### config.mk
export PLATFORM = sky130hd
export DESIGN_NAME = round_robin_thread_scheduler_top_flat
export DESIGN_NICKNAME = d
export VERILOG_FILES = /design/src/rtl/rrts_pkg.sv /design/src/rtl/rrts_channels.sv /design/src/rtl/round_robin_thread_scheduler_top.sv /design/src/rtl/rrts_front.sv /design/src/rtl/rrts_queue.sv /design/src/rtl/rrts_back.sv /design/src/flat_wrapper.sv
export VERILOG_INCLUDE_DIRS = /design/src /design/src/rtl
export SDC_FILE = /design/constraint.sdc
export NUM_CORES = 1
export LEC_CHECK = 0
export ABC_AREA = 1
export BUFFER_PORTS_ARGS = -buffer_cell sky130_fd_sc_hd__clkbuf_2
export CORE_ASPECT_RATIO = 0.5
export CORE_MARGIN = 2
export CORE_UTILIZATION = 60
export DETAILED_ROUTE_END_ITERATION = 7
export GPL_TIMING_DRIVEN = 0
export PLACE_DENSITY = 0.83
export SYNTH_ARGS = -nofsm -noshare
export SYNTH_HDL_FRONTEND = slang
export SYNTH_SLANG_ARGS = --single-unit
### constraint.sdc
create_clock -name clk -period 8.7 [get_ports clk]
set_input_delay 1.74 -clock clk [delete_from_list [all_inputs] [get_ports clk]]
set_output_delay 1.74 -clock clk [all_outputs]
set_load 0.02 [all_outputs]
### src/rtl/round_robin_thread_scheduler_top_macros.svh
// ---------------------------------------------------------------------------
// Assertion macros for the round robin thread scheduler
// Shared property forms, clocked on clk and disabled while rst_n is low.
// ---------------------------------------------------------------------------
`ifndef ROUND_ROBIN_THREAD_SCHEDULER_TOP_MACROS_SVH
`define ROUND_ROBIN_THREAD_SCHEDULER_TOP_MACROS_SVH

// same-cycle implication
`define RRTS_ASSERT_NOW(label, ante, cons) \
    label: assert property (@(posedge clk) disable iff (!rst_n) (ante) |-> (cons)) \
        else $error("scheduler assertion failed");

// next-cycle implication
`define RRTS_ASSERT_NEXT(label, ante, cons) \
    label: assert property (@(posedge clk) disable iff (!rst_n) (ante) |=> (cons)) \
        else $error("scheduler assertion failed");

`endif

### src/rtl/rrts_pkg.sv
// ---------------------------------------------------------------------------
// rrts_pkg
// Types, codes and helpers shared by the scheduler front, queue and back.
// ---------------------------------------------------------------------------
package rrts_pkg;

    localparam int NUM_SLOTS   = 4;
    localparam int IDLE_SLOT   = 3;
    localparam int SLOT_BITS   = 3;
    localparam int SLOT_W      = $clog2(NUM_SLOTS);
    localparam int SCAN_W      = $clog2(NUM_SLOTS);
    localparam int QUEUE_DEPTH = 2;
    localparam int QPTR_W      = $clog2(QUEUE_DEPTH);
    localparam int QCNT_W      = $clog2(QUEUE_DEPTH + 1);
    localparam int QUANTUM_W   = 16;
    localparam int TICK_W      = 64;

    localparam logic [QUANTUM_W-1:0] QUANTUM_RESET = 16'd10;

    localparam bit IDLE_IN_RANGE = (IDLE_SLOT < NUM_SLOTS);

    typedef logic [SLOT_W-1:0] slot_idx_t;

    localparam slot_idx_t IDLE_IDX        = SLOT_W'(IDLE_SLOT % NUM_SLOTS);
    localparam slot_idx_t SCAN_IDLE_START = SLOT_W'((IDLE_SLOT + 1) % NUM_SLOTS);
    localparam slot_idx_t LAST_IDX        = SLOT_W'(NUM_SLOTS - 1);

    typedef enum logic [2:0] {
        OP_START   = 3'd0,
        OP_TICK    = 3'd1,
        OP_REQUEST = 3'd2,
        OP_POINT   = 3'd3,
        OP_URET    = 3'd4,
        OP_WAKE    = 3'd5,
        OP_RESTART = 3'd6
    } opcode_t;

    typedef enum logic [2:0] {
        RSN_YIELD  = 3'd0,
        RSN_IPC    = 3'd1,
        RSN_NOTIFY = 3'd2,
        RSN_EXIT   = 3'd3,
        RSN_FAULT  = 3'd4
    } reason_t;

    typedef enum logic [1:0] {
        ST_OK     = 2'd0,
        ST_REJECT = 2'd1,
        ST_FATAL  = 2'd2
    } status_t;

    typedef enum logic [1:0] {
        TH_RUNNABLE = 2'd0,
        TH_RUNNING  = 2'd1,
        TH_STOPPED  = 2'd2
    } thread_t;

    typedef enum logic [1:0] {
        TK_RUNNABLE = 2'd0,
        TK_RUNNING  = 2'd1,
        TK_BLOCKED  = 2'd2,
        TK_DEAD     = 2'd3
    } task_t;

    typedef enum logic [3:0] {
        CMD_START,
        CMD_TICK,
        CMD_REQUEST,
        CMD_POINT,
        CMD_URET,
        CMD_WAKE,
        CMD_RESTART,
        CMD_REJECT,
        CMD_FATAL
    } cmd_kind_t;

    typedef enum logic [1:0] {
        UR_YIELD,
        UR_BLOCK,
        UR_DIE
    } uret_t;

    typedef struct packed {
        cmd_kind_t kind;
        slot_idx_t slot;
        uret_t     uret;
    } cmd_t;

    typedef enum logic [2:0] {
        BK_IDLE,
        BK_PREP,
        BK_SCAN,
        BK_SWITCH,
        BK_DONE
    } back_state_t;

    function automatic logic is_idle(input slot_idx_t idx);
        return SLOT_BITS'(idx) == SLOT_BITS'(IDLE_SLOT);
    endfunction

    function automatic logic slot_runs(input thread_t th, input task_t tk, input logic idle);
        logic th_ok;
        logic tk_ok;
        th_ok = (th == TH_RUNNABLE) || (th == TH_RUNNING);
        tk_ok = idle || !((tk == TK_DEAD) || (tk == TK_BLOCKED));
        return th_ok && tk_ok;
    endfunction

endpackage

### src/rtl/rrts_channels.sv
// ---------------------------------------------------------------------------
// Scheduler channels
// Valid/ready interfaces for the event input and the result output.
// ---------------------------------------------------------------------------
interface rrts_evt_if;
    logic       valid;
    logic       ready;
    logic [2:0] opcode;
    logic [2:0] slot;
    logic [2:0] reason;

    modport source (output valid, output opcode, output slot, output reason, input ready);
    modport sink   (input valid, input opcode, input slot, input reason, output ready);
endinterface

interface rrts_res_if;
    logic        valid;
    logic        ready;
    logic [1:0]  status;
    logic        switched;
    logic [2:0]  running_slot;
    logic        running_valid;
    logic        pending_flag;
    logic        death_valid;
    logic [2:0]  death_slot;
    logic [63:0] tick_total;

    modport source (
        output valid, output status, output switched, output running_slot,
        output running_valid, output pending_flag, output death_valid,
        output death_slot, output tick_total, input ready
    );
    modport sink (
        input valid, input status, input switched, input running_slot,
        input running_valid, input pending_flag, input death_valid,
        input death_slot, input tick_total, output ready
    );
endinterface

### src/rtl/round_robin_thread_scheduler_top.sv
// ---------------------------------------------------------------------------
// round_robin_thread_scheduler_top
// Round robin thread scheduler with a per-slot tick quantum.
// ---------------------------------------------------------------------------
// One event in, one result out. The front classifies each event into a
// two-entry command queue; the back executes one command at a time. A plain
// event passes through pop, apply and result in the back, with a switch step
// added when it switches slots; a consumed reschedule adds a scan that visits
// one slot per cycle. The result stays in an output register until taken
// while the front keeps accepting into the queue. The quantum register takes
// effect on the next event.
module round_robin_thread_scheduler_top (
    input  logic        clk,
    input  logic        rst_n,
    input  logic        cfg_we,
    input  logic [15:0] cfg_wdata,
    rrts_evt_if.sink    evt,
    rrts_res_if.source  res
);

`include "round_robin_thread_scheduler_top_macros.svh"

    logic                           push_valid;
    logic                           push_ready;
    rrts_pkg::cmd_t                 push_cmd;
    logic                           pop_valid;
    logic                           pop_ready;
    rrts_pkg::cmd_t                 pop_cmd;
    logic [rrts_pkg::QUANTUM_W-1:0] quantum_reg;

    always_ff @(posedge clk or negedge rst_n)
    begin
        if (!rst_n)
        begin
            quantum_reg <= rrts_pkg::QUANTUM_RESET;
        end
        else if (cfg_we)
        begin
            quantum_reg <= cfg_wdata;
        end
    end

    rrts_front u_front (
        .evt        (evt),
        .push_valid (push_valid),
        .push_ready (push_ready),
        .push_cmd   (push_cmd)
    );

    rrts_queue u_queue (
        .clk        (clk),
        .rst_n      (rst_n),
        .push_valid (push_valid),
        .push_ready (push_ready),
        .push_cmd   (push_cmd),
        .pop_valid  (pop_valid),
        .pop_ready  (pop_ready),
        .pop_cmd    (pop_cmd)
    );

    rrts_back u_back (
        .clk       (clk),
        .rst_n     (rst_n),
        .pop_valid (pop_valid),
        .pop_ready (pop_ready),
        .pop_cmd   (pop_cmd),
        .quantum   (quantum_reg),
        .res       (res)
    );

    `RRTS_ASSERT_NOW(a_failed_is_clean, res.valid && (res.status != rrts_pkg::ST_OK),
        !res.switched && !res.death_valid)
    `RRTS_ASSERT_NOW(a_dead_slot_left, res.valid && res.death_valid,
        res.running_valid && (res.running_slot != res.death_slot))
    `RRTS_ASSERT_NEXT(a_running_holds, res.valid && res.ready && res.running_valid,
        !res.valid || res.running_valid)

endmodule

### src/rtl/rrts_front.sv
// ---------------------------------------------------------------------------
// rrts_front
// Accepts events and classifies them into queue commands, settling every
// check that does not depend on scheduler state.
// ---------------------------------------------------------------------------
module rrts_front (
    rrts_evt_if.sink       evt,
    output logic           push_valid,
    input  logic           push_ready,
    output rrts_pkg::cmd_t push_cmd
);

    logic slot_in_range;
    logic slot_is_idle;

    assign slot_in_range = ({1'b0, evt.slot} < 4'(rrts_pkg::NUM_SLOTS));
    assign slot_is_idle  = (evt.slot == rrts_pkg::SLOT_BITS'(rrts_pkg::IDLE_SLOT));

    assign push_valid = evt.valid;
    assign evt.ready  = push_ready;

    always_comb
    begin
        push_cmd.slot = evt.slot[rrts_pkg::SLOT_W-1:0];
        push_cmd.uret = rrts_pkg::UR_YIELD;
        push_cmd.kind = rrts_pkg::CMD_REJECT;
        case (evt.opcode)
            rrts_pkg::OP_START:
            begin
                push_cmd.kind = slot_in_range ? rrts_pkg::CMD_START : rrts_pkg::CMD_REJECT;
            end
            rrts_pkg::OP_TICK:    push_cmd.kind = rrts_pkg::CMD_TICK;
            rrts_pkg::OP_REQUEST: push_cmd.kind = rrts_pkg::CMD_REQUEST;
            rrts_pkg::OP_POINT:   push_cmd.kind = rrts_pkg::CMD_POINT;
            rrts_pkg::OP_URET:
            begin
                push_cmd.kind = rrts_pkg::CMD_URET;
                if (evt.reason == rrts_pkg::RSN_YIELD)
                begin
                    push_cmd.uret = rrts_pkg::UR_YIELD;
                end
                else if (evt.reason inside {rrts_pkg::RSN_IPC, rrts_pkg::RSN_NOTIFY})
                begin
                    push_cmd.uret = rrts_pkg::UR_BLOCK;
                end
                else if (evt.reason inside {rrts_pkg::RSN_EXIT, rrts_pkg::RSN_FAULT})
                begin
                    push_cmd.uret = rrts_pkg::UR_DIE;
                end
                else
                begin
                    push_cmd.kind = rrts_pkg::CMD_FATAL;
                end
            end
            rrts_pkg::OP_WAKE:
            begin
                push_cmd.kind = (slot_in_range && !slot_is_idle) ?
                                rrts_pkg::CMD_WAKE : rrts_pkg::CMD_FATAL;
            end
            rrts_pkg::OP_RESTART:
            begin
                push_cmd.kind = (slot_in_range && !slot_is_idle) ?
                                rrts_pkg::CMD_RESTART : rrts_pkg::CMD_REJECT;
            end
            default: push_cmd.kind = rrts_pkg::CMD_REJECT;
        endcase
    end

endmodule

### src/rtl/rrts_queue.sv
// ---------------------------------------------------------------------------
// rrts_queue
// Short command queue between the front and the back.
// ---------------------------------------------------------------------------
module rrts_queue (
    input  logic           clk,
    input  logic           rst_n,
    input  logic           push_valid,
    output logic           push_ready,
    input  rrts_pkg::cmd_t push_cmd,
    output logic           pop_valid,
    input  logic           pop_ready,
    output rrts_pkg::cmd_t pop_cmd
);

    rrts_pkg::cmd_t              mem_reg [rrts_pkg::QUEUE_DEPTH];
    logic [rrts_pkg::QPTR_W-1:0] wr_ptr_reg;
    logic [rrts_pkg::QPTR_W-1:0] rd_ptr_reg;
    logic [rrts_pkg::QCNT_W-1:0] count_reg;
    logic                        do_push;
    logic                        do_pop;

    assign push_ready = (count_reg != rrts_pkg::QCNT_W'(rrts_pkg::QUEUE_DEPTH));
    assign pop_valid  = (count_reg != '0);
    assign pop_cmd    = mem_reg[rd_ptr_reg];
    assign do_push    = push_valid && push_ready;
    assign do_pop     = pop_valid && pop_ready;

    always_ff @(posedge clk)
    begin
        if (do_push)
        begin
            mem_reg[wr_ptr_reg] <= push_cmd;
        end
    end

    always_ff @(posedge clk or negedge rst_n)
    begin
        if (!rst_n)
        begin
            wr_ptr_reg <= '0;
            rd_ptr_reg <= '0;
            count_reg  <= '0;
        end
        else
        begin
            if (do_push)
            begin
                wr_ptr_reg <= wr_ptr_reg + 1'b1;
            end
            if (do_pop)
            begin
                rd_ptr_reg <= rd_ptr_reg + 1'b1;
            end
            case ({do_push, do_pop})
                2'b10:   count_reg <= count_reg + 1'b1;
                2'b01:   count_reg <= count_reg - 1'b1;
                default: count_reg <= count_reg;
            endcase
        end
    end

endmodule

### src/rtl/rrts_back.sv
// ---------------------------------------------------------------------------
// rrts_back
// Executes queued commands on the slot state: applies the event, scans
// slots round robin one per cycle when a reschedule is consumed, switches
// in the pick and commits or drops the work copy into the result register.
// ---------------------------------------------------------------------------
module rrts_back (
    input  logic                                clk,
    input  logic                                rst_n,
    input  logic                                pop_valid,
    output logic                                pop_ready,
    input  rrts_pkg::cmd_t                      pop_cmd,
    input  logic [rrts_pkg::QUANTUM_W-1:0]      quantum,
    rrts_res_if.source                          res
);

    rrts_pkg::back_state_t state_reg;
    rrts_pkg::back_state_t state_next;

    // committed state
    rrts_pkg::thread_t            st_th_reg [rrts_pkg::NUM_SLOTS];
    rrts_pkg::task_t              st_tk_reg [rrts_pkg::NUM_SLOTS];
    logic [rrts_pkg::QUANTUM_W-1:0] st_q_reg [rrts_pkg::NUM_SLOTS];
    rrts_pkg::slot_idx_t          cur_reg;
    logic                         present_reg;
    logic                         flag_reg;
    logic [rrts_pkg::TICK_W-1:0]  tick_reg;

    // work copy
    rrts_pkg::thread_t            ws_th_reg [rrts_pkg::NUM_SLOTS];
    rrts_pkg::task_t              ws_tk_reg [rrts_pkg::NUM_SLOTS];
    logic [rrts_pkg::QUANTUM_W-1:0] ws_q_reg [rrts_pkg::NUM_SLOTS];
    rrts_pkg::slot_idx_t          ws_cur_reg;
    logic                         ws_present_reg;
    logic                         ws_flag_reg;
    logic [rrts_pkg::TICK_W-1:0]  ws_tick_reg;

    rrts_pkg::cmd_t               cmd_reg;
    rrts_pkg::status_t            status_reg;
    logic                         sw_reg;
    logic                         died_reg;
    rrts_pkg::slot_idx_t          dslot_reg;
    rrts_pkg::slot_idx_t          scan_k_reg;
    logic [rrts_pkg::SCAN_W-1:0]  scan_cnt_reg;
    rrts_pkg::slot_idx_t          pick_reg;
    logic                         out_valid_reg;

    rrts_pkg::status_t            prep_status;
    logic                         prep_scan;
    logic                         prep_switch;
    rrts_pkg::slot_idx_t          scan_start;
    logic [rrts_pkg::QUANTUM_W-1:0] tick_q_dec;
    logic                         cand_ok;
    logic                         scan_last;
    logic                         fb_cur_ok;
    logic                         fb_idle_ok;
    logic                         same_slot;
    logic                         out_load;
    logic                         commit_ok;

    assign tick_q_dec = (st_q_reg[cur_reg] != '0) ? st_q_reg[cur_reg] - 1'b1 : '0;

    assign scan_start = !present_reg ? rrts_pkg::SCAN_IDLE_START :
                        (cur_reg == rrts_pkg::LAST_IDX) ? '0 : cur_reg + 1'b1;

    assign cand_ok = !rrts_pkg::is_idle(scan_k_reg) &&
                     (!ws_present_reg || (scan_k_reg != ws_cur_reg)) &&
                     rrts_pkg::slot_runs(ws_th_reg[scan_k_reg], ws_tk_reg[scan_k_reg], 1'b0);
    assign scan_last  = (scan_cnt_reg == rrts_pkg::SCAN_W'(rrts_pkg::NUM_SLOTS - 1));
    assign fb_cur_ok  = ws_present_reg && !rrts_pkg::is_idle(ws_cur_reg) &&
                        rrts_pkg::slot_runs(ws_th_reg[ws_cur_reg], ws_tk_reg[ws_cur_reg], 1'b0);
    assign fb_idle_ok = rrts_pkg::IDLE_IN_RANGE &&
                        rrts_pkg::slot_runs(ws_th_reg[rrts_pkg::IDLE_IDX],
                                            ws_tk_reg[rrts_pkg::IDLE_IDX], 1'b1);
    assign same_slot  = ws_present_reg && (ws_cur_reg == pick_reg);

    assign out_load  = (state_reg == rrts_pkg::BK_DONE) && (!out_valid_reg || res.ready);
    assign commit_ok = (status_reg == rrts_pkg::ST_OK);

    always_comb
    begin
        prep_status = rrts_pkg::ST_OK;
        prep_scan   = 1'b0;
        prep_switch = 1'b0;
        case (cmd_reg.kind)
            rrts_pkg::CMD_START:  prep_switch = 1'b1;
            rrts_pkg::CMD_POINT:  prep_scan   = flag_reg;
            rrts_pkg::CMD_URET:
            begin
                if (!present_reg || rrts_pkg::is_idle(cur_reg))
                begin
                    prep_status = rrts_pkg::ST_FATAL;
                end
                else
                begin
                    prep_scan = 1'b1;
                end
            end
            rrts_pkg::CMD_WAKE:
            begin
                if ((st_th_reg[cmd_reg.slot] == rrts_pkg::TH_STOPPED) ||
                    (st_tk_reg[cmd_reg.slot] == rrts_pkg::TK_DEAD))
                begin
                    prep_status = rrts_pkg::ST_FATAL;
                end
            end
            rrts_pkg::CMD_RESTART:
            begin
                if ((st_tk_reg[cmd_reg.slot] != rrts_pkg::TK_DEAD) ||
                    (st_th_reg[cmd_reg.slot] != rrts_pkg::TH_STOPPED))
                begin
                    prep_status = rrts_pkg::ST_REJECT;
                end
            end
            rrts_pkg::CMD_REJECT: prep_status = rrts_pkg::ST_REJECT;
            rrts_pkg::CMD_FATAL:  prep_status = rrts_pkg::ST_FATAL;
            default:              prep_status = rrts_pkg::ST_OK;
        endcase
    end

    always_comb
    begin
        state_next = state_reg;
        case (state_reg)
            rrts_pkg::BK_IDLE:
            begin
                if (pop_valid)
                begin
                    state_next = rrts_pkg::BK_PREP;
                end
            end
            rrts_pkg::BK_PREP:
            begin
                if (prep_status != rrts_pkg::ST_OK)
                begin
                    state_next = rrts_pkg::BK_DONE;
                end
                else if (prep_scan)
                begin
                    state_next = rrts_pkg::BK_SCAN;
                end
                else if (prep_switch)
                begin
                    state_next = rrts_pkg::BK_SWITCH;
                end
                else
                begin
                    state_next = rrts_pkg::BK_DONE;
                end
            end
            rrts_pkg::BK_SCAN:
            begin
                if (cand_ok)
                begin
                    state_next = rrts_pkg::BK_SWITCH;
                end
                else if (scan_last)
                begin
                    state_next = (fb_cur_ok || fb_idle_ok) ? rrts_pkg::BK_SWITCH :
                                                             rrts_pkg::BK_DONE;
                end
            end
            rrts_pkg::BK_SWITCH: state_next = rrts_pkg::BK_DONE;
            rrts_pkg::BK_DONE:
            begin
                if (out_load)
                begin
                    state_next = rrts_pkg::BK_IDLE;
                end
            end
            default: state_next = rrts_pkg::BK_IDLE;
        endcase
    end

    always_comb
    begin
        pop_ready = (state_reg == rrts_pkg::BK_IDLE);
        res.valid = out_valid_reg;
    end

    always_ff @(posedge clk or negedge rst_n)
    begin
        if (!rst_n)
        begin
            state_reg     <= rrts_pkg::BK_IDLE;
            out_valid_reg <= 1'b0;
            cur_reg       <= '0;
            present_reg   <= 1'b0;
            flag_reg      <= 1'b0;
            tick_reg      <= '0;
            for (int k = 0; k < rrts_pkg::NUM_SLOTS; k++)
            begin
                st_th_reg[k] <= rrts_pkg::TH_RUNNABLE;
                st_tk_reg[k] <= rrts_pkg::is_idle(rrts_pkg::SLOT_W'(k)) ?
                                rrts_pkg::TK_DEAD : rrts_pkg::TK_RUNNABLE;
                st_q_reg[k]  <= rrts_pkg::QUANTUM_RESET;
            end
        end
        else
        begin
            state_reg <= state_next;
            if (out_load)
            begin
                out_valid_reg <= 1'b1;
            end
            else if (res.ready)
            begin
                out_valid_reg <= 1'b0;
            end
            if (out_load && commit_ok)
            begin
                for (int k = 0; k < rrts_pkg::NUM_SLOTS; k++)
                begin
                    st_th_reg[k] <= ws_th_reg[k];
                    st_tk_reg[k] <= ws_tk_reg[k];
                    st_q_reg[k]  <= ws_q_reg[k];
                end
                cur_reg     <= ws_cur_reg;
                present_reg <= ws_present_reg;
                flag_reg    <= ws_flag_reg;
                tick_reg    <= ws_tick_reg;
            end
        end
    end

    always_ff @(posedge clk)
    begin
        case (state_reg)
            rrts_pkg::BK_IDLE:
            begin
                if (pop_valid)
                begin
                    cmd_reg <= pop_cmd;
                end
            end
            rrts_pkg::BK_PREP:
            begin
                for (int k = 0; k < rrts_pkg::NUM_SLOTS; k++)
                begin
                    ws_th_reg[k] <= st_th_reg[k];
                    ws_tk_reg[k] <= st_tk_reg[k];
                    ws_q_reg[k]  <= st_q_reg[k];
                end
                ws_cur_reg     <= cur_reg;
                ws_present_reg <= present_reg;
                ws_flag_reg    <= flag_reg;
                ws_tick_reg    <= tick_reg;
                status_reg     <= prep_status;
                sw_reg         <= 1'b0;
                died_reg       <= 1'b0;
                dslot_reg      <= '0;
                scan_k_reg     <= scan_start;
                scan_cnt_reg   <= '0;
                pick_reg       <= cmd_reg.slot;
                if (prep_status == rrts_pkg::ST_OK)
                begin
                    case (cmd_reg.kind)
                        rrts_pkg::CMD_TICK:
                        begin
                            ws_tick_reg <= tick_reg + 1'b1;
                            if (present_reg)
                            begin
                                if (tick_q_dec == '0)
                                begin
                                    ws_q_reg[cur_reg] <= quantum;
                                    ws_flag_reg       <= 1'b1;
                                end
                                else
                                begin
                                    ws_q_reg[cur_reg] <= tick_q_dec;
                                end
                            end
                        end
                        rrts_pkg::CMD_REQUEST: ws_flag_reg <= 1'b1;
                        rrts_pkg::CMD_POINT:   ws_flag_reg <= 1'b0;
                        rrts_pkg::CMD_URET:
                        begin
                            ws_flag_reg <= 1'b0;
                            case (cmd_reg.uret)
                                rrts_pkg::UR_YIELD:
                                begin
                                    ws_tk_reg[cur_reg] <= rrts_pkg::TK_RUNNABLE;
                                    ws_th_reg[cur_reg] <= rrts_pkg::TH_RUNNABLE;
                                end
                                rrts_pkg::UR_BLOCK:
                                begin
                                    ws_tk_reg[cur_reg] <= rrts_pkg::TK_BLOCKED;
                                    ws_th_reg[cur_reg] <= rrts_pkg::TH_RUNNABLE;
                                end
                                default:
                                begin
                                    ws_tk_reg[cur_reg] <= rrts_pkg::TK_DEAD;
                                    ws_th_reg[cur_reg] <= rrts_pkg::TH_STOPPED;
                                    died_reg           <= 1'b1;
                                    dslot_reg          <= cur_reg;
                                end
                            endcase
                        end
                        rrts_pkg::CMD_WAKE:
                        begin
                            ws_tk_reg[cmd_reg.slot] <= rrts_pkg::TK_RUNNABLE;
                            ws_th_reg[cmd_reg.slot] <= rrts_pkg::TH_RUNNABLE;
                        end
                        rrts_pkg::CMD_RESTART:
                        begin
                            ws_tk_reg[cmd_reg.slot] <= rrts_pkg::TK_RUNNABLE;
                            ws_th_reg[cmd_reg.slot] <= rrts_pkg::TH_RUNNABLE;
                            ws_flag_reg             <= 1'b1;
                        end
                        default: ;
                    endcase
                end
            end
            rrts_pkg::BK_SCAN:
            begin
                if (cand_ok)
                begin
                    pick_reg <= scan_k_reg;
                end
                else if (scan_last)
                begin
                    if (fb_cur_ok)
                    begin
                        pick_reg <= ws_cur_reg;
                    end
                    else if (fb_idle_ok)
                    begin
                        pick_reg <= rrts_pkg::IDLE_IDX;
                    end
                    else
                    begin
                        status_reg <= rrts_pkg::ST_FATAL;
                    end
                end
                else
                begin
                    scan_k_reg   <= (scan_k_reg == rrts_pkg::LAST_IDX) ? '0 : scan_k_reg + 1'b1;
                    scan_cnt_reg <= scan_cnt_reg + 1'b1;
                end
            end
            rrts_pkg::BK_SWITCH:
            begin
                if (!same_slot)
                begin
                    if (ws_present_reg && (ws_th_reg[ws_cur_reg] == rrts_pkg::TH_RUNNING))
                    begin
                        ws_th_reg[ws_cur_reg] <= rrts_pkg::TH_RUNNABLE;
                    end
                    ws_th_reg[pick_reg] <= rrts_pkg::TH_RUNNING;
                    ws_cur_reg          <= pick_reg;
                    ws_present_reg      <= 1'b1;
                    sw_reg              <= 1'b1;
                    if (ws_q_reg[pick_reg] == '0)
                    begin
                        ws_q_reg[pick_reg] <= quantum;
                    end
                    if (!rrts_pkg::is_idle(pick_reg) &&
                        (ws_tk_reg[pick_reg] == rrts_pkg::TK_RUNNABLE))
                    begin
                        ws_tk_reg[pick_reg] <= rrts_pkg::TK_RUNNING;
                    end
                end
                else if (cmd_reg.kind == rrts_pkg::CMD_URET)
                begin
                    ws_th_reg[pick_reg] <= rrts_pkg::TH_RUNNING;
                    ws_tk_reg[pick_reg] <= rrts_pkg::TK_RUNNING;
                end
            end
            default: ;
        endcase
    end

    always_ff @(posedge clk)
    begin
        if (out_load)
        begin
            res.status        <= status_reg;
            res.switched      <= commit_ok && sw_reg;
            res.death_valid   <= commit_ok && died_reg;
            res.death_slot    <= commit_ok ? rrts_pkg::SLOT_BITS'(dslot_reg) : '0;
            if (commit_ok)
            begin
                res.running_slot  <= ws_present_reg ? rrts_pkg::SLOT_BITS'(ws_cur_reg) : '0;
                res.running_valid <= ws_present_reg;
                res.pending_flag  <= ws_flag_reg;
                res.tick_total    <= ws_tick_reg;
            end
            else
            begin
                res.running_slot  <= present_reg ? rrts_pkg::SLOT_BITS'(cur_reg) : '0;
                res.running_valid <= present_reg;
                res.pending_flag  <= flag_reg;
                res.tick_total    <= tick_reg;
            end
        end
    end

endmodule
### src/flat_wrapper.sv
// flat-port wrapper written by rule: the top's interface ports become plain ports
module round_robin_thread_scheduler_top_flat 
  (clk, rst_n, cfg_we, cfg_wdata, evt_valid, evt_opcode, evt_slot, evt_reason, evt_ready, res_valid, res_status, res_switched, res_running_slot, res_running_valid, res_pending_flag, res_death_valid, res_death_slot, res_tick_total, res_ready);
  rrts_evt_if evt_i ();
  rrts_res_if res_i ();
  input  logic clk;
  input  logic rst_n;
  input  logic cfg_we;
  input  logic [15:0] cfg_wdata;
  input wire logic [$bits(evt_i.valid)-1:0] evt_valid;
  input wire logic [$bits(evt_i.opcode)-1:0] evt_opcode;
  input wire logic [$bits(evt_i.slot)-1:0] evt_slot;
  input wire logic [$bits(evt_i.reason)-1:0] evt_reason;
  output wire logic [$bits(evt_i.ready)-1:0] evt_ready;
  output wire logic [$bits(res_i.valid)-1:0] res_valid;
  output wire logic [$bits(res_i.status)-1:0] res_status;
  output wire logic [$bits(res_i.switched)-1:0] res_switched;
  output wire logic [$bits(res_i.running_slot)-1:0] res_running_slot;
  output wire logic [$bits(res_i.running_valid)-1:0] res_running_valid;
  output wire logic [$bits(res_i.pending_flag)-1:0] res_pending_flag;
  output wire logic [$bits(res_i.death_valid)-1:0] res_death_valid;
  output wire logic [$bits(res_i.death_slot)-1:0] res_death_slot;
  output wire logic [$bits(res_i.tick_total)-1:0] res_tick_total;
  input wire logic [$bits(res_i.ready)-1:0] res_ready;
  assign evt_i.valid = evt_valid;
  assign evt_i.opcode = evt_opcode;
  assign evt_i.slot = evt_slot;
  assign evt_i.reason = evt_reason;
  assign evt_ready = evt_i.ready;
  assign res_valid = res_i.valid;
  assign res_status = res_i.status;
  assign res_switched = res_i.switched;
  assign res_running_slot = res_i.running_slot;
  assign res_running_valid = res_i.running_valid;
  assign res_pending_flag = res_i.pending_flag;
  assign res_death_valid = res_i.death_valid;
  assign res_death_slot = res_i.death_slot;
  assign res_tick_total = res_i.tick_total;
  assign res_i.ready = res_ready;
  round_robin_thread_scheduler_top u_core (.clk(clk), .rst_n(rst_n), .cfg_we(cfg_we), .cfg_wdata(cfg_wdata), .evt(evt_i), .res(res_i));
endmodule
==> flow_summary_export.csv <==
group,metric,value,unit
run_status,run_status,"finished, final reports clean",
timing,min_period_over_period,0.473,
synth,yosysTopAreaCell,"sky130_fd_sc_hd__edfxtp_1",
power,irDropWorstVdd,0.192,mV
die,die_w,270,um
synth,synth-edff-count,258,
finish,fin_nets,2492,
timing,worst_rel_slew_slack,0.326,
grt,grt_max_degree,96,
detailed_routing,via_count_of_the_routed_design,17800,
flow_run,cap_violations,0,
synth,yosysWarnings,0,
timing,timing.final.hold_violations,0,
clock_network,cts_root_buffer,"sky130_fd_sc_hd__clkbuf_16",
die,floorplan.initialDensity,0.612,
clock_network,clock_path_buffers,3,
timing,finalHoldWorstSlack,0.454,ns
placement,placed_cells,2887,
die,core,34700,um^2
clock_network,post-cts-setup-buffers,0,
finish,synthToLayoutAreaGrowth,11.9,%
finish,mostFrequentLayoutCell,"sky130_fd_sc_hd__nand2_1",
timing,unrepaired_setup_endpoints_after_global_routing,"no",
setup_path,crit_path_start_kind,"input pin",
synth,synthTopCellsByArea,"sky130_fd_sc_hd__edfxtp_1 36%, sky130_fd_sc_hd__dfrtp_1 19%, sky130_fd_sc_hd__nand2_1 9.6%",
setup_path,path_max_fanout,28,
timing,maxClockFrequency,243,MHz
grt,grt_usage,0.321,
placement,portBuffers,105,
setup_path,cpLargestDelayFamily,"buffers and inverters",
timing,final.min_clock_period,4.11,ns
setup_path,timing.critical_path.mode_cell,"sky130_fd_sc_hd__clkbuf_1",
die,placementRows,48,
timing,worst-slew-pin-transition,1.00,ns
setup_path,critical_path.cell_chain,"clkbuf_2 > nor2_1 > nor2_4 > buf_12 > nand2_1 > clkbuf_1 > buf_1 > clkbuf_1 > a21oi_1",
clock_network,postCtsHoldBufs,0,
finish,num_antenna_cells,0,
timing,drv_slew,0,
synth,yosys.area.top_type_share,0.364,
clock_network,clkTransAtPathRegs,0.07,ns
power,power.density_cell_area,352,nW/um^2
die,floorplan.die.height,137,um
finish,drive_above_1_share,0.118,
setup_path,worstPathArrival,4.51,ns
setup_path,worstSetupPathType,"in -> reg",
synth,syn-cell-area,21300,um^2
placement,placed_area,22500,um^2
grt,global_route_wire_length_before_repair,91800,um
grt,final_global_route_overflow_total,0,
setup_path,critPathBufInv,5,
synth,synth_sequential_area_ratio,0.573,
die,i_o_pins,108,
setup_path,critical_path.slowest_cell,"sky130_fd_sc_hd__buf_1",
clock_network,cts_num_sinks,436,
detailed_routing,drt.antenna.violating_nets,0,
timing,setup_violations,0,
clock_network,h_tree_levels,2,
synth,post_synth_num_cell_types,49,
timing,worst_clock_skew,0.0318,ns
power,design_power_total,8.38,mW
synth,synth.avg_cell_area,9.24,um^2
placement,place.detailed.hpwl,42400,um
grt,grt_antenna_before_repair,0,
placement,globalplace.congestion,1.01,
clock_network,tritoncts,"yes",
clock_network,post_cts_repair_resize_count,0,
clock_network,clock_latency,0.57,ns
finish,finish.cell_count_without_fillers,2958,
detailed_routing,detail_route.drc_violations,0,
grt,first_global_vias,17100,
die,die-area,37000,um^2
detailed_routing,detail_route.wirelength,59300,um
detailed_routing,route.detailed.wl_per_inst,20.0,um
clock_network,cts_buffers,39,
synth,async_reset_ff_frac,0.394,
setup_path,worstSetupEndpointType,"flop",
finish,finalInstanceArea,23800,um^2
synth,ys.flop_type,"sky130_fd_sc_hd__edfxtp_1",
setup_path,worst_path_largest_cell_delay,0.68,ns
detailed_routing,vias_per_cell,6.01,
detailed_routing,drt-pass1-iter-count,8,
synth,gate_count_post_synth,2301,
min_path,min-delay-path-class,"reg -> reg",
finish,most-common-layout-cells,"545 x sky130_fd_sc_hd__nand2_1, 258 x sky130_fd_sc_hd__edfxtp_1, 228 x sky130_fd_sc_hd__inv_1",
synth,synth-seq-cells,436,
setup_path,timing.critical_path.required,9.10,ns
detailed_routing,drt_iter0_drc,2334,
power,cellLeakagePower,10.0,nW
timing,setup_total_negative_slack,0,ns
-- area by class of cell --
type,instances,area [um^2]
multi-input combinational,1542,7820
fill,2649,10900
clock buffer,51,1070
inverter,233,875
timing repair buffer,110,642
buffer,91,398
tap,475,594
sequential,436,12200
clock inverter,20,203
-- worst reg2reg max path, delay by kind of cell (launching register included) --
kind	cells	cell delay, ns
simple gates	6	2.56
buf+inv	3	0.74
flops	1	0.41
-- metrics by stage --
stage / setup WS (ns) / utilization
after floorplan: 2.42 / -
after global placement: -0.370 / 0.645
after detailed placement: 4.09 / 0.649
after CTS: 4.65 / 0.685
after global routing: 4.37 / 0.685
final: 4.59 / 0.685
-- logic make-up (layout without fill, tap and decap cells) --
group,Yosys count,after routing,share of synthesized area
compound gates,334,334,0.0872
xor+xnor,70,70,0.0288
fa+ha+maj,9,9,0.00530
buf+inv,324,505,0.0599
flops,436,436,0.573
mux,50,50,0.0265
other cells,1,2,0.000176
simple gates,1077,1077,0.219
-- cell usage after synthesis (2+ instances only) --
library cell / number
sky130_fd_sc_hd__buf_2: 9
sky130_fd_sc_hd__nand2_1: 545
sky130_fd_sc_hd__inv_1: 228
sky130_fd_sc_hd__a211oi_1: 3
sky130_fd_sc_hd__mux2_2: 50
sky130_fd_sc_hd__nand3_1: 183
sky130_fd_sc_hd__xor2_1: 67
sky130_fd_sc_hd__clkbuf_1: 68
sky130_fd_sc_hd__nand2_2: 11
sky130_fd_sc_hd__o311ai_0: 3
sky130_fd_sc_hd__a31oi_1: 4
sky130_fd_sc_hd__nor3_1: 62
sky130_fd_sc_hd__xnor2_1: 3
sky130_fd_sc_hd__buf_6: 2
sky130_fd_sc_hd__ha_1: 9
sky130_fd_sc_hd__o21bai_1: 2
sky130_fd_sc_hd__or3_1: 2
sky130_fd_sc_hd__inv_2: 3
sky130_fd_sc_hd__dfxtp_1: 6
sky130_fd_sc_hd__a21oi_1: 89
sky130_fd_sc_hd__dfstp_2: 12
sky130_fd_sc_hd__o211ai_1: 50
sky130_fd_sc_hd__o22ai_1: 3
sky130_fd_sc_hd__o21ai_0: 172
sky130_fd_sc_hd__nand3b_1: 2
sky130_fd_sc_hd__nor2_1: 179
sky130_fd_sc_hd__dfrtp_1: 160
sky130_fd_sc_hd__edfxtp_1: 258
sky130_fd_sc_hd__clkinv_1: 2
sky130_fd_sc_hd__nor2_4: 2
sky130_fd_sc_hd__nor2_2: 8
sky130_fd_sc_hd__o221ai_1: 2
sky130_fd_sc_hd__buf_1: 6
sky130_fd_sc_hd__o31ai_1: 2
sky130_fd_sc_hd__buf_4: 5
sky130_fd_sc_hd__nor4_1: 21
sky130_fd_sc_hd__or2_2: 19
sky130_fd_sc_hd__nand4_1: 38
-- per-layer routing --
metal	part of all wire	track usage	vias to the layer above
met5	0	0	-
met2	0.45	0.516	1106
met4	0.035	0.120	0
met1	0.40	0.437	8394
met3	0.11	0.0646	192
li1	-	-	8082
-- report_power, final --
part | switching, mW | internal (mW) | total [mW]
sequential | 0.441 | 3.11 | 3.55
clock | 0.792 | 0.966 | 1.76
combinational | 2.14 | 0.936 | 3.07
-- worst paths after layout --
path	start	end	slack (ns)	cells past startpoint
worst max register to register	u_core.u_back.state_reg[2]	u_core.u_back.ws_q_reg[1][5]	4.64	9
min in group asynchronous	rst_n	u_core.u_back.st_q_reg[54]	1.31	1
max in group asynchronous	rst_n	u_core.u_back.tick_reg[22]	6.47	2
worst max-delay path	res_ready	u_core.u_back.st_q_reg[6]	4.59	9
worst min register to register	u_core.u_back.status_reg[1]	u_core.u_back.res.status[1]	0.45	0
worst min-delay path	u_core.u_back.status_reg[1]	u_core.u_back.res.status[1]	0.45	0
No activity file was read; power rests on OpenSTA's default activity.
